[src/qsrp_pkg.sv]
// shared constants and types for the random-pivot quicksort block
// no dependencies; compiled first
package qsrp_pkg;

    localparam int DEPTH_DEF      = 32;
    localparam int DATA_WIDTH_DEF = 32;

    // pivot generator: 16-bit galois lfsr
    localparam int              LFSR_W    = 16;
    localparam logic [LFSR_W-1:0] LFSR_SEED = 16'hACE1;
    localparam logic [LFSR_W-1:0] LFSR_TAPS = 16'hB400;

    // control bits of one result beat, core to output register
    typedef struct packed {
        logic valid;
        logic final_result;
        logic overflowed;
    } t_emit_ctl;

    function automatic logic [LFSR_W-1:0] lfsr_next(input logic [LFSR_W-1:0] s);
        logic [LFSR_W-1:0] n;
        n = s >> 1;
        if (s[0]) begin
            n = n ^ LFSR_TAPS;
        end
        return n;
    endfunction

endpackage

[src/qsrp_if.sv]
// valid/ready channel interfaces for input items and result items
// depends on qsrp_pkg for default widths
interface qsrp_in_if
    import qsrp_pkg::*;
#(
    parameter int DATA_WIDTH = DATA_WIDTH_DEF
);
    logic                  valid;
    logic                  ready;
    logic [DATA_WIDTH-1:0] value;
    logic                  last_item;

    modport source (output valid, output value, output last_item, input ready);
    modport sink   (input valid, input value, input last_item, output ready);
endinterface

interface qsrp_out_if
    import qsrp_pkg::*;
#(
    parameter int DATA_WIDTH = DATA_WIDTH_DEF
);
    logic                  valid;
    logic                  ready;
    logic [DATA_WIDTH-1:0] sorted_value;
    logic                  final_result;
    logic                  overflowed;

    modport source (output valid, output sorted_value, output final_result,
                    output overflowed, input ready);
    modport sink   (input valid, input sorted_value, input final_result,
                    input overflowed, output ready);
endinterface

[src/quick_sort_random_pivot.sv]
// top level of the random-pivot quicksort block: core plus result register
// depends on qsrp_pkg, qsrp_if, qsrp_core
//
// usage
// - i_item carries one signed value per beat; last_item marks the final
//   value of a run and starts the sort. values past DEPTH are dropped and
//   every result of that run then shows overflowed
// - o_result gives the stored values in ascending order, one per beat,
//   final_result set on the last one; then the block takes a new run
// - loading takes one beat per cycle; i_item.ready is low from the last
//   beat until the last result has been handed to the output register
// - each partition waits on the bit-serial lfsr mod length unit, then
//   scans its range with a registered read and a compare per element and
//   a swap for each smaller one; all-equal values make this the slowest
//   case for the run
// - each result is emitted by a registered store read, then a load of
//   the output register
// - a stalled receiver holds the result register; the core waits until it
//   frees, nothing is lost or repeated
// - synchronous active-low reset empties the store count, clears the
//   overflow mark and the result valid, and seeds the pivot lfsr
module quick_sort_random_pivot
    import qsrp_pkg::*;
#(
    parameter int DEPTH      = DEPTH_DEF,
    parameter int DATA_WIDTH = DATA_WIDTH_DEF
) (
    input  logic       i_clk,
    input  logic       i_rst_n,
    qsrp_in_if.sink    i_item,
    qsrp_out_if.source o_result
);
    t_emit_ctl             emit;
    logic [DATA_WIDTH-1:0] emit_value;
    logic                  take;

    // result register state
    logic                  r_out_valid;
    logic [DATA_WIDTH-1:0] r_sorted_value;
    logic                  r_final_result;
    logic                  r_overflowed;

    qsrp_core #(
        .DEPTH      (DEPTH),
        .DATA_WIDTH (DATA_WIDTH)
    ) u_core (
        .i_clk        (i_clk),
        .i_rst_n      (i_rst_n),
        .i_item       (i_item),
        .o_emit       (emit),
        .o_emit_value (emit_value),
        .i_emit_take  (take)
    );

    // a new result goes in when the register is empty or draining this cycle
    assign take = emit.valid && (!r_out_valid || o_result.ready);

    always_ff @(posedge i_clk) begin
        if (!i_rst_n) begin
            r_out_valid <= 1'b0;
        end else if (take) begin
            r_out_valid <= 1'b1;
        end else if (o_result.ready) begin
            r_out_valid <= 1'b0;
        end
        if (take) begin
            r_sorted_value <= emit_value;
            r_final_result <= emit.final_result;
            r_overflowed   <= emit.overflowed;
        end
    end

    assign o_result.valid        = r_out_valid;
    assign o_result.sorted_value = r_sorted_value;
    assign o_result.final_result = r_final_result;
    assign o_result.overflowed   = r_overflowed;

endmodule

[src/qsrp_pivot.sv]
// pivot offset unit: lfsr plus bit-serial remainder lfsr mod len
// depends on qsrp_pkg
module qsrp_pivot
    import qsrp_pkg::*;
#(
    parameter int DEPTH = DEPTH_DEF
) (
    input  logic                         i_clk,
    input  logic                         i_rst_n,
    input  logic                         i_start,
    input  logic [$clog2(DEPTH+1)-1:0]   i_len,
    output logic                         o_done,
    output logic [$clog2(DEPTH)-1:0]     o_rem
);
    localparam int CW = $clog2(DEPTH + 1);
    localparam int AW = $clog2(DEPTH);
    localparam int KW = $clog2(LFSR_W);

    logic [LFSR_W-1:0] r_lfsr;
    logic [LFSR_W-1:0] r_div;
    logic [CW-1:0]     r_rem;
    logic [CW-1:0]     r_len;
    logic [KW-1:0]     r_cnt;
    logic              r_busy;
    logic              r_done;

    logic [CW:0]       n_trial;
    logic [CW:0]       n_diff;

    // one quotient bit per cycle
    always_comb begin
        n_trial = {r_rem, r_div[LFSR_W-1]};
        n_diff  = n_trial - {1'b0, r_len};
    end

    always_ff @(posedge i_clk) begin
        if (!i_rst_n) begin
            r_lfsr <= LFSR_SEED;
            r_busy <= 1'b0;
            r_done <= 1'b0;
            r_cnt  <= '0;
        end else begin
            r_done <= 1'b0;
            if (i_start) begin
                r_div  <= r_lfsr;
                r_lfsr <= lfsr_next(r_lfsr);
                r_len  <= i_len;
                r_rem  <= '0;
                r_cnt  <= '0;
                r_busy <= 1'b1;
            end else if (r_busy) begin
                if (n_trial >= {1'b0, r_len}) begin
                    r_rem <= n_diff[CW-1:0];
                end else begin
                    r_rem <= n_trial[CW-1:0];
                end
                r_div <= r_div << 1;
                r_cnt <= r_cnt + 1'b1;
                if (r_cnt == KW'(LFSR_W - 1)) begin
                    r_busy <= 1'b0;
                    r_done <= 1'b1;
                end
            end
        end
    end

    assign o_done = r_done;
    assign o_rem  = r_rem[AW-1:0];

endmodule

[src/qsrp_core.sv]
// load, partition and emit sequencer with the element store and range stack
// depends on qsrp_pkg, qsrp_if, qsrp_pivot
module qsrp_core
    import qsrp_pkg::*;
#(
    parameter int DEPTH      = DEPTH_DEF,
    parameter int DATA_WIDTH = DATA_WIDTH_DEF
) (
    input  logic                  i_clk,
    input  logic                  i_rst_n,
    qsrp_in_if.sink               i_item,
    output t_emit_ctl             o_emit,
    output logic [DATA_WIDTH-1:0] o_emit_value,
    input  logic                  i_emit_take
);
    localparam int AW = $clog2(DEPTH);
    localparam int CW = $clog2(DEPTH + 1);

    typedef enum logic [3:0] {
        S_LOAD, S_START, S_POP, S_MOD, S_SW1, S_SW2, S_SCAN_RD, S_SCAN_CMP,
        S_SCAN_SW2, S_FIN1, S_FIN2, S_EMIT_RD, S_EMIT_WR
    } t_state;

    t_state         r_state, n_state;
    logic [CW-1:0]  r_count, n_count;
    logic           r_drop, n_drop;
    logic [CW-1:0]  r_sp, n_sp;
    logic [AW-1:0]  r_lo, n_lo, r_hi, n_hi, r_i, n_i, r_idx, n_idx;
    logic [AW-1:0]  r_pv_idx, n_pv_idx, r_k, n_k;
    logic [DATA_WIDTH-1:0] r_piv, n_piv;

    // element store, two registered read ports, one write port
    logic [DATA_WIDTH-1:0] r_mem [DEPTH];
    logic [DATA_WIDTH-1:0] r_rd_a, r_rd_b;
    logic                  mem_we, mem_re;
    logic [AW-1:0]         mem_wa, mem_ra, mem_rb;
    logic [DATA_WIDTH-1:0] mem_wd;

    // range stack
    logic [AW-1:0] r_stk_lo [DEPTH];
    logic [AW-1:0] r_stk_hi [DEPTH];
    logic          stk_we1, stk_we2;
    logic [AW-1:0] stk_a1, stk_a2, stk_lo1, stk_hi1, stk_lo2, stk_hi2;
    logic [AW-1:0] sp_top;

    logic          piv_start, piv_done;
    logic [CW-1:0] piv_len;
    logic [AW-1:0] piv_rem;

    logic          accept, push1, push2, is_last;
    logic [AW-1:0] pv_sum;

    qsrp_pivot #(.DEPTH(DEPTH)) u_pivot (
        .i_clk   (i_clk),
        .i_rst_n (i_rst_n),
        .i_start (piv_start),
        .i_len   (piv_len),
        .o_done  (piv_done),
        .o_rem   (piv_rem)
    );

    assign i_item.ready = (r_state == S_LOAD);
    assign accept       = i_item.valid && (r_state == S_LOAD);
    assign sp_top       = AW'(r_sp - 1'b1);
    assign pv_sum       = r_lo + piv_rem;
    assign is_last      = (CW'(r_k) + 1'b1) == r_count;

    // split the range around the final pivot slot
    assign push1 = (r_idx > r_lo) && ((r_idx - 1'b1) > r_lo);
    assign push2 = (CW'(r_idx) + 1'b1) < CW'(r_hi);

    always_comb begin
        n_state  = r_state;
        n_count  = r_count;
        n_drop   = r_drop;
        n_sp     = r_sp;
        n_lo     = r_lo;
        n_hi     = r_hi;
        n_i      = r_i;
        n_idx    = r_idx;
        n_pv_idx = r_pv_idx;
        n_k      = r_k;
        n_piv    = r_piv;
        mem_we   = 1'b0;
        mem_wa   = r_idx;
        mem_wd   = r_rd_a;
        mem_re   = 1'b0;
        mem_ra   = r_hi;
        mem_rb   = r_idx;
        stk_we1  = 1'b0;
        stk_we2  = 1'b0;
        stk_a1   = r_sp[AW-1:0];
        stk_a2   = r_sp[AW-1:0];
        stk_lo1  = r_lo;
        stk_hi1  = AW'(r_idx - 1'b1);
        stk_lo2  = AW'(r_idx + 1'b1);
        stk_hi2  = r_hi;
        piv_start = 1'b0;
        piv_len   = CW'(r_stk_hi[sp_top]) - CW'(r_stk_lo[sp_top]) + 1'b1;
        o_emit    = '0;

        unique case (r_state)
            S_LOAD: begin
                if (accept) begin
                    if (r_count < CW'(DEPTH)) begin
                        mem_we  = 1'b1;
                        mem_wa  = r_count[AW-1:0];
                        mem_wd  = i_item.value;
                        n_count = r_count + 1'b1;
                    end else begin
                        n_drop = 1'b1;
                    end
                    if (i_item.last_item) begin
                        n_state = S_START;
                    end
                end
            end
            S_START: begin
                if (r_count >= CW'(2)) begin
                    stk_we1 = 1'b1;
                    stk_a1  = '0;
                    stk_lo1 = '0;
                    stk_hi1 = AW'(r_count - 1'b1);
                    n_sp    = CW'(1);
                end else begin
                    n_sp = '0;
                end
                n_state = S_POP;
            end
            S_POP: begin
                if (r_sp == '0) begin
                    n_k     = '0;
                    n_state = S_EMIT_RD;
                end else begin
                    n_lo      = r_stk_lo[sp_top];
                    n_hi      = r_stk_hi[sp_top];
                    n_sp      = r_sp - 1'b1;
                    piv_start = 1'b1;
                    n_state   = S_MOD;
                end
            end
            S_MOD: begin
                if (piv_done) begin
                    mem_re   = 1'b1;
                    mem_ra   = r_hi;
                    mem_rb   = pv_sum;
                    n_pv_idx = pv_sum;
                    n_state  = S_SW1;
                end
            end
            S_SW1: begin
                // pivot value moves to the top of the range
                mem_we  = 1'b1;
                mem_wa  = r_hi;
                mem_wd  = r_rd_b;
                n_piv   = r_rd_b;
                n_state = S_SW2;
            end
            S_SW2: begin
                mem_we  = 1'b1;
                mem_wa  = r_pv_idx;
                mem_wd  = r_rd_a;
                n_i     = r_lo;
                n_idx   = r_lo;
                n_state = S_SCAN_RD;
            end
            S_SCAN_RD: begin
                mem_re = 1'b1;
                mem_rb = r_idx;
                if (r_i == r_hi) begin
                    mem_ra  = r_hi;
                    n_state = S_FIN1;
                end else begin
                    mem_ra  = r_i;
                    n_state = S_SCAN_CMP;
                end
            end
            S_SCAN_CMP: begin
                if ($signed(r_rd_a) < $signed(r_piv)) begin
                    mem_we  = 1'b1;
                    mem_wa  = r_i;
                    mem_wd  = r_rd_b;
                    n_state = S_SCAN_SW2;
                end else begin
                    n_i     = r_i + 1'b1;
                    n_state = S_SCAN_RD;
                end
            end
            S_SCAN_SW2: begin
                mem_we  = 1'b1;
                mem_wa  = r_idx;
                mem_wd  = r_rd_a;
                n_idx   = r_idx + 1'b1;
                n_i     = r_i + 1'b1;
                n_state = S_SCAN_RD;
            end
            S_FIN1: begin
                mem_we  = 1'b1;
                mem_wa  = r_hi;
                mem_wd  = r_rd_b;
                n_state = S_FIN2;
            end
            S_FIN2: begin
                mem_we  = 1'b1;
                mem_wa  = r_idx;
                mem_wd  = r_rd_a;
                // at most count disjoint ranges pend, so the stack never fills
                stk_we1 = push1;
                stk_we2 = push2;
                stk_a2  = AW'(r_sp + CW'(push1));
                n_sp    = r_sp + CW'(push1) + CW'(push2);
                n_state = S_POP;
            end
            S_EMIT_RD: begin
                mem_re  = 1'b1;
                mem_ra  = r_k;
                n_state = S_EMIT_WR;
            end
            S_EMIT_WR: begin
                o_emit.valid        = 1'b1;
                o_emit.final_result = is_last;
                o_emit.overflowed   = r_drop;
                if (i_emit_take) begin
                    if (is_last) begin
                        n_count = '0;
                        n_drop  = 1'b0;
                        n_sp    = '0;
                        n_state = S_LOAD;
                    end else begin
                        n_k     = r_k + 1'b1;
                        n_state = S_EMIT_RD;
                    end
                end
            end
            default: begin
                n_state = S_LOAD;
            end
        endcase
    end

    assign o_emit_value = r_rd_a;

    always_ff @(posedge i_clk) begin
        if (!i_rst_n) begin
            r_state <= S_LOAD;
            r_count <= '0;
            r_drop  <= 1'b0;
            r_sp    <= '0;
        end else begin
            r_state <= n_state;
            r_count <= n_count;
            r_drop  <= n_drop;
            r_sp    <= n_sp;
        end
        r_lo     <= n_lo;
        r_hi     <= n_hi;
        r_i      <= n_i;
        r_idx    <= n_idx;
        r_pv_idx <= n_pv_idx;
        r_k      <= n_k;
        r_piv    <= n_piv;
    end

    always_ff @(posedge i_clk) begin
        if (mem_we) begin
            r_mem[mem_wa] <= mem_wd;
        end
        if (mem_re) begin
            r_rd_a <= r_mem[mem_ra];
            r_rd_b <= r_mem[mem_rb];
        end
    end

    always_ff @(posedge i_clk) begin
        if (stk_we1) begin
            r_stk_lo[stk_a1] <= stk_lo1;
            r_stk_hi[stk_a1] <= stk_hi1;
        end
        if (stk_we2) begin
            r_stk_lo[stk_a2] <= stk_lo2;
            r_stk_hi[stk_a2] <= stk_hi2;
        end
    end

endmodule

[src/flat_wrapper.sv]
// flat-port wrapper written by rule: the top's interface ports become plain ports
module quick_sort_random_pivot_flat import qsrp_pkg::*;
#(
    parameter int DEPTH      = DEPTH_DEF,
    parameter int DATA_WIDTH = DATA_WIDTH_DEF
)
  (i_clk, i_rst_n, i_item_valid, i_item_value, i_item_last_item, i_item_ready, o_result_valid, o_result_sorted_value, o_result_final_result, o_result_overflowed, o_result_ready);
  qsrp_in_if #(.DATA_WIDTH(DATA_WIDTH)) i_item_i ();
  qsrp_out_if #(.DATA_WIDTH(DATA_WIDTH)) o_result_i ();
  input  logic i_clk;
  input  logic i_rst_n;
  input wire logic [$bits(i_item_i.valid)-1:0] i_item_valid;
  input wire logic [$bits(i_item_i.value)-1:0] i_item_value;
  input wire logic [$bits(i_item_i.last_item)-1:0] i_item_last_item;
  output wire logic [$bits(i_item_i.ready)-1:0] i_item_ready;
  output wire logic [$bits(o_result_i.valid)-1:0] o_result_valid;
  output wire logic [$bits(o_result_i.sorted_value)-1:0] o_result_sorted_value;
  output wire logic [$bits(o_result_i.final_result)-1:0] o_result_final_result;
  output wire logic [$bits(o_result_i.overflowed)-1:0] o_result_overflowed;
  input wire logic [$bits(o_result_i.ready)-1:0] o_result_ready;
  assign i_item_i.valid = i_item_valid;
  assign i_item_i.value = i_item_value;
  assign i_item_i.last_item = i_item_last_item;
  assign i_item_ready = i_item_i.ready;
  assign o_result_valid = o_result_i.valid;
  assign o_result_sorted_value = o_result_i.sorted_value;
  assign o_result_final_result = o_result_i.final_result;
  assign o_result_overflowed = o_result_i.overflowed;
  assign o_result_i.ready = o_result_ready;
  quick_sort_random_pivot #(.DEPTH(DEPTH), .DATA_WIDTH(DATA_WIDTH)) u_core (.i_clk(i_clk), .i_rst_n(i_rst_n), .i_item(i_item_i), .o_result(o_result_i));
endmodule
[config.mk]
export PLATFORM = sky130hd
export DESIGN_NAME = quick_sort_random_pivot_flat
export DESIGN_NICKNAME = d
export VERILOG_FILES = /design/src/qsrp_pkg.sv /design/src/qsrp_if.sv /design/src/quick_sort_random_pivot.sv /design/src/qsrp_pivot.sv /design/src/qsrp_core.sv /design/src/flat_wrapper.sv
export SDC_FILE = /design/constraint.sdc
export NUM_CORES = 2
export LEC_CHECK = 0
export BUFFER_PORTS_ARGS = -buffer_cell sky130_fd_sc_hd__buf_4
export CORE_MARGIN = 2
export CORE_UTILIZATION = 40
export DETAILED_ROUTE_END_ITERATION = 7
export HOLD_SLACK_MARGIN = 0.15
export PLACE_DENSITY = 0.66
export REMOVE_ABC_BUFFERS = 1
export SETUP_SLACK_MARGIN = 0.5
export SLEW_MARGIN = 20
export SYNTH_ARGS = -nofsm -noshare
export SYNTH_HDL_FRONTEND = slang
export SYNTH_SLANG_ARGS = --single-unit
[constraint.sdc]
create_clock -name i_clk -period 18.65 [get_ports i_clk]
set_input_delay 1.865 -clock i_clk [delete_from_list [all_inputs] [get_ports i_clk]]
set_output_delay 1.865 -clock i_clk [all_outputs]
set_load 0.03 [all_outputs]
# [Word level (Yosys, flattened, before mapping)]
# Memory sizes are Yosys's and may differ from the RTL's. A register that Yosys moved wholly into a read port is not among the register bits.
# Cells that the tools add are included.
[classes] add_sub_neg=16 order_cmp=7 eq_ne=26 mux=77 bitwise=4 reduce_logical=31
[op_table] op="32-bit 2-to-1 mux" n=3
[op_table] op="32-bit case mux with 3 select lines" n=1
[op_table] op="5-bit 2-to-1 mux" n=17
[op_table] op="16-bit 2-to-1 mux" n=3
[op_table] op="4-bit case mux with 11 select lines" n=1
[op_table] op="6-bit 2-to-1 mux" n=7
[op_table] op="32-bit less-than comparator" n=1
[op_table] op="4-bit 2-to-1 mux" n=8
[op_table] op="5-bit case mux with 2 select lines" n=3
[op_table] op="1-bit 2-to-1 mux" n=25
[op_table] op="4-bit equality test (second input constant)" n=6
[op_table] op="6-bit case mux with 4 select lines" n=1
[op_table] op="5-bit case mux with 4 select lines" n=1
[op_table] op="4-bit by 3-bit equality test with 1-bit output (second input constant)" n=4
[op_table] op="5-bit by 1-bit adder with 5-bit output (second input constant)" n=3
[op_table] op="5-bit case mux with 3 select lines" n=1
[op_table] op="2-bit inequality test (second input constant)" n=7
[op_table] op="5-bit by 1-bit adder with 6-bit output (second input constant)" n=2
[op_table] op="6-bit by 1-bit adder with 6-bit output" n=2
[op_table] op="6-bit by 1-bit adder with 6-bit output (second input constant)" n=2
[op_table] op="6-bit case mux with 2 select lines" n=1
[op_table] op="4-bit AND reduction" n=3
[op_table] op="5-bit > comparator" n=2
[op_table] op="2-bit AND reduction" n=5
[op_table] op="32 further kinds" n=52
[word_totals] reg_bits=164 ram_bits=1344 input_bits=37 output_inout_bits=36 n_memories=3
[memory_table] memory="u_core.u_core.r_mem" words=32 width=32 rd=2 rd_ports_with_merged_regs=2 wr=1 line="qsrp_core.sv:33" source="logic [DATA_WIDTH-1:0] r_mem [DEPTH];"
[memory_table] memory="u_core.u_core.r_stk_hi" words=32 width=5 rd=1 rd_ports_with_merged_regs=0 wr=2 line="qsrp_core.sv:41" source="logic [AW-1:0] r_stk_hi [DEPTH];"
[memory_table] memory="u_core.u_core.r_stk_lo" words=32 width=5 rd=1 rd_ports_with_merged_regs=0 wr=2 line="qsrp_core.sv:40" source="logic [AW-1:0] r_stk_lo [DEPTH];"

# [Depth between registers and ports, before layout]
[logic_depth] ltp_word=6 ltp_mapped=24 depth_no_buf=19

# [Modules after synthesis]
# A second synthesis with hierarchy kept.
[unflattened] hier_cells=6221 hier_area_um2=77304.1
[by_module_without_submodules] mod="qsrp_core" instances=1 cells_each=5977 area_per_inst_um2=74019.7 seq_area_each_um2=44482.7
[by_module_without_submodules] mod="qsrp_pivot" instances=1 cells_each=206 area_per_inst_um2=2215.9 seq_area_each_um2=1281.2
[by_module_without_submodules] mod="quick_sort_random_pivot" instances=1 cells_each=38 area_per_inst_um2=1068.5 seq_area_each_um2=1041.0

# [Worst setup path after synthesis]
# OpenSTA, ideal clock, no wires.
[synth_timing] path_type="input port to flip-flop" from="input port i_item_valid" to="memory u_core.u_core.r_mem[4][0] in the netlist's numbering (enable)" setup_ps=501 arrival_time_ps=6346 required_ps=18149 setup_slack_ps=11803 path_stages=8 path_cell_list="nand2b_1 > clkbuf_1 > mux2i_1 > o21ai_0 > o311ai_1 > nand2b_1 > buf_2 > nor4_1"
[synth_between] elab_chain_cells=5 word_cells_on_any_way=7 cone_classes="6 x mux; 1 x reduce/logical"
[synth_lines] item="from (decl)" line="flat_wrapper.sv:12" source="input wire logic [$bits(i_item_i.valid)-1:0] i_item_valid;"
[synth_lines] item="1-bit logical AND *" line="qsrp_core.sv:63" source="assign accept = i_item.valid && (r_state == S_LOAD);"
[synth_lines] item="1-bit 2-to-1 mux" line="qsrp_core.sv:104" source="if (accept) begin"
[synth_lines] item="1-bit case mux with 3 select lines" line="qsrp_core.sv:102" source="unique case (r_state)"
[synth_lines] item="1-bit 2-to-1 mux" line="qsrp_core.sv:265" source="if (mem_we) begin"
[synth_lines] item="1-bit 2-to-1 mux (implied by the code)" line="qsrp_core.sv:266" source="r_mem[mem_wa] <= mem_wd;"
[synth_lines] item="to (decl)" line="qsrp_core.sv:33"
# Every way passes the cells marked *; elsewhere a longest branch is shown, timed or not.

==> summary.md <==
| Metric | Value |
|---|---|
| Status | `finished, final reports clean` |
| Min Tclk post-route | `9.10 ns` |
| Top Ports | `73` |
| Slew @ Worst Pin | `1.27 ns` |
| WP depth | `15` |
| CP Cell Sequence | `inv_1 -> ha_1 -> clkinv_1 -> ha_1 -> nor2b_1 -> o21a_1 -> o21a_1 -> o21ai_0 -> a221oi_1 -> ha_1 -> ha_1 -> clkinv_1 -> or3_1 -> nor2b_1 -> o21bai_1` |
| I/O Buffers | `72` |
| Peak Freq | `0.110 GHz` |
| Crit path largest cell delay | `0.93 ns` |
| CP Data Required Time | `19.08 ns` |
| DRT Pass-1 Iters | `6` |
| Peak VDD IR | `105 uV` |
| Worst skew pair latency | `0.85 ns` |
| Max-Cap Viols | `0` |
| Root buf cell | `clkbuf_16` |
| Crit Path Class | `reg2reg` |
| Mean number of vias per cell | `6.20` |
| Fin. max-slew vios | `0` |
| Final Wtd Congestion | `0.874` |
| Cells after Synth | `6083` |
| Clock Path Buffers | `3` |
| Commonest non-fill, non-tap cell in the layout | `edfxtp_1` |
| DR WL/cell | `28.3 um` |
| Synth Flop Type | `edfxtp_1` |
| Cells on Worst Hold Path | `0` |
| TritonCTS Buffers | `164` |
| Critical-path top delay cell | `nor2b_1` |
| R2R Setup Slk | `9.55 ns` |
| Setup TNS Final | `0 ns` |
| DP Cell Count | `8352` |
| H-Tree Depth | `4` |
| Worst path top cell family by delay | `adder cells` |
| Die ar. | `199000 um^2` |
| PostCTS Resize Cnt | `0` |
| Largest net degree at the start of global routing | `229` |
| Area grow syn2layout | `11.2%` |
| FF-to-FF End | `u_core.u_core.r_stk_lo[14][1]$_DFFE_PP_` |
| RSZ-0062 raised after global routing | `false` |
| Distinct cells, synth | `91` |
| Reg2reg path depth | `15` |
| Post-synth EDFFs | `1532` |
| Hold crit path type | `reg2reg` |
| Worst slack at placement | `9.83 ns` |
| Post-Layout Cell Count | `8652` |
| Initial Util | `0.402` |
| Final worst-path cycle share | `0.488` |
| Final wirelength | `245 mm` |
| Vias in the first global route | `51828` |
| Commonest non-fill, non-tap cells in the layout | `1532 x edfxtp_1, 1273 x nand2_1, 936 x nand3_1` |
| Hold Violations, Final | `0` |
| Netlist Area Pre-Place | `78100 um^2` |
| Die Width | `446 um` |
| Clk pin slew, worst setup/hold paths | `0.06 ns` |
| Routed Antenna Nets | `0` |
| Layout Skew | `0.0699 ns` |
| Clk sinks | `1572` |
| Via count | `53632` |
| Share of cells above drive strength 1 | `0.185` |
| First-pass GRT wire length | `353 mm` |
| Hpwl dp | `134 mm` |
| CP Capture Type | `register` |
| Seq/Total Area, Yosys | `0.600` |
| CP Launch Type | `register` |
| CTS tree | `done` |
| GRT Residual Overflow | `0` |
| DIE HEIGHT | `446 um` |
| Avg Synthesized Cell Area | `12.8 um^2` |
| # hold bufs at CTS | `0` |
| Nets | `6094` |
| Worst Path Max Fanout | `20` |
| Initial drt markers | `7441` |
| Arrival time at the worst endpoint | `9.53 ns` |
| GR Util All Layers | `0.242` |
| Finish-stage setup viols | `0` |
| Residual DRC count | `0` |
| Placed cell areas | `81400 um^2` |
| Async S/R FF share, synth | `0` |
| Worst setup path end | `u_core.u_core.r_stk_lo[14][1]$_DFFE_PP_` |
| Core Box Area | `194000 um^2` |
| Max-slew headroom at the worst pin | `0.151` |
| Design Power | `8.77 mW` |
| Leak Pwr | `28.8 nW` |
| Finished Cell Area | `86800 um^2` |
| Postcts setup bufs | `0` |
| Row count | `162` |
| Register bit total from synthesis | `1572` |
| Setup WS post-layout | `9.55 ns` |
| CP bufs+invs | `3` |
| PD cells | `101 nW/um^2` |
| Yosys Warn Count | `0` |
| Initial antenna violation count | `6` |
| Launch point of the worst path | `u_core.u_core.r_idx[0]$_DFFE_PP_` |
| Most frequent CP cell | `ha_1` |
| Reg-to-Reg Start | `u_core.u_core.r_idx[0]$_DFFE_PP_` |
==> metal layers <==
metal	GRT usage	up-vias	share of wire
li1	-	22670	-
met1	0.310	26843	0.37
met2	0.386	3386	0.47
met3	0.0471	731	0.10
met4	0.131	2	0.060
met5	0	-	0.000053
==> cell families (layout without fill, tap and decap cells) <==
logic type      after synthesis  count (layout)  share of synthesized area
other cells                   0               2                          0
mux                         741             741                      0.155
buf+inv                     579             604                     0.0333
compound gates              505             505                     0.0411
simple gates               2553            2553                      0.152
fa+ha+maj                    80              80                     0.0131
flops                      1572            1572                      0.600
xor+xnor                     53              53                    0.00595
==> sequential cells by signal, indices dropped and copies added (netlist names), 5 cells and up <==
register and flops:
u_core.o_result.sorted_value 32, u_core.u_core.o_emit_value 32, u_core.u_core.r_count 6, u_core.u_core.r_hi 5
u_core.u_core.r_i 5, u_core.u_core.r_idx 5, u_core.u_core.r_k 5, u_core.u_core.r_lo 5
u_core.u_core.r_mem 1024, u_core.u_core.r_piv 32, u_core.u_core.r_pv_idx 5, u_core.u_core.r_rd_b 32
u_core.u_core.r_sp 6, u_core.u_core.r_stk_hi 160, u_core.u_core.r_stk_lo 160, u_core.u_core.u_pivot.r_div 16
u_core.u_core.u_pivot.r_len 6, u_core.u_core.u_pivot.r_lfsr 16, u_core.u_core.u_pivot.r_rem 6
==> area by class of cell <==
cell class,instances,area [um^2]
multi-input combinational,3932,29500
fill,17130,108000
tap,2542,3180
antenna,2,5.00
clock buffer,204,4330
clock inverter,92,957
sequential,1572,46800
inverter,90,338
timing repair buffer,218,1720
==> synth_stat cells (9+ instances only) <==
library cell  number  area, um^2
clkbuf_1         216         811
buf_1             42         158
a21o_1            29         218
nand2_1         1277        4790
nand3_1          936        4680
xor2_1            21         184
o21ai_1           38         190
a21oi_1          110         551
ha_1              76         951
inv_1             83         312
and2_1            25         156
nor4_2            22         275
mux2_2           182        2050
nor2b_1           16         100
o211ai_1          39         293
buf_6              9         101
and4_1            32         280
buf_4             32         240
a31oi_1           24         150
mux4_2           356        8020
o21ai_0          134         671
nand2b_1          15        93.8
edfxtp_1        1532       46000
a221o_1           18         180
nor4_1            15        93.8
a211oi_1          11        82.6
o22ai_1           27         169
nand4_1           13        81.3
buf_2            188         941
nor3_1            12        60.1
dfxtp_1           40         801
mux2i_1          202        2020
xnor2_1           32         280
o21a_1            10        75.1
o21bai_1           9        67.6
nor2_1           122         458
==> worst reg2reg max path, stage by stage (launching register included) <==
cell	delay, ns
edfxtp_1	0.38
inv_1	0.62
ha_1	0.84
clkinv_1	0.92
ha_1	0.60
nor2b_1	0.15
o21a_1	0.13
o21a_1	0.10
o21ai_0	0.08
a221oi_1	0.75
ha_1	0.33
ha_1	0.74
clkinv_1	0.73
or3_1	0.88
nor2b_1	0.94
o21bai_1	0.53
==> power breakdown <==
group,switching (mW),total [mW],internal (mW)
sequential,0.0480,4.26,4.21
combinational,0.874,1.25,0.379
clock,1.44,3.26,1.81
==> metrics by stage <==
stage	utilization	hold slack, ns
floorplan	-	0.417
global placement	0.418	0.423
detailed placement	0.419	0.431
CTS	0.446	0.444
global route	0.446	0.456
finish	0.446	0.444
==> worst min-delay path by stage <==
| stage | from | to | slack, ns |
|---|---|---|---|
| floorplan | u_core.u_core.r_rd_b[0]$_DFFE_PP_ | u_core.u_core.r_piv[0]$_DFFE_PP_ | 0.42 |
| global placement | u_core.u_core.r_rd_b[1]$_DFFE_PP_ | u_core.u_core.r_piv[1]$_DFFE_PP_ | 0.42 |
| detailed placement | u_core.u_core.r_rd_b[1]$_DFFE_PP_ | u_core.u_core.r_piv[1]$_DFFE_PP_ | 0.43 |
| CTS | u_core.u_core.r_rd_b[28]$_DFFE_PP_ | u_core.u_core.r_piv[28]$_DFFE_PP_ | 0.44 |
| global route | u_core.u_core.r_rd_b[1]$_DFFE_PP_ | u_core.u_core.r_piv[1]$_DFFE_PP_ | 0.46 |
| finish | u_core.u_core.r_rd_b[28]$_DFFE_PP_ | u_core.u_core.r_piv[28]$_DFFE_PP_ | 0.44 |
Power figures use the tool's default switching activity.
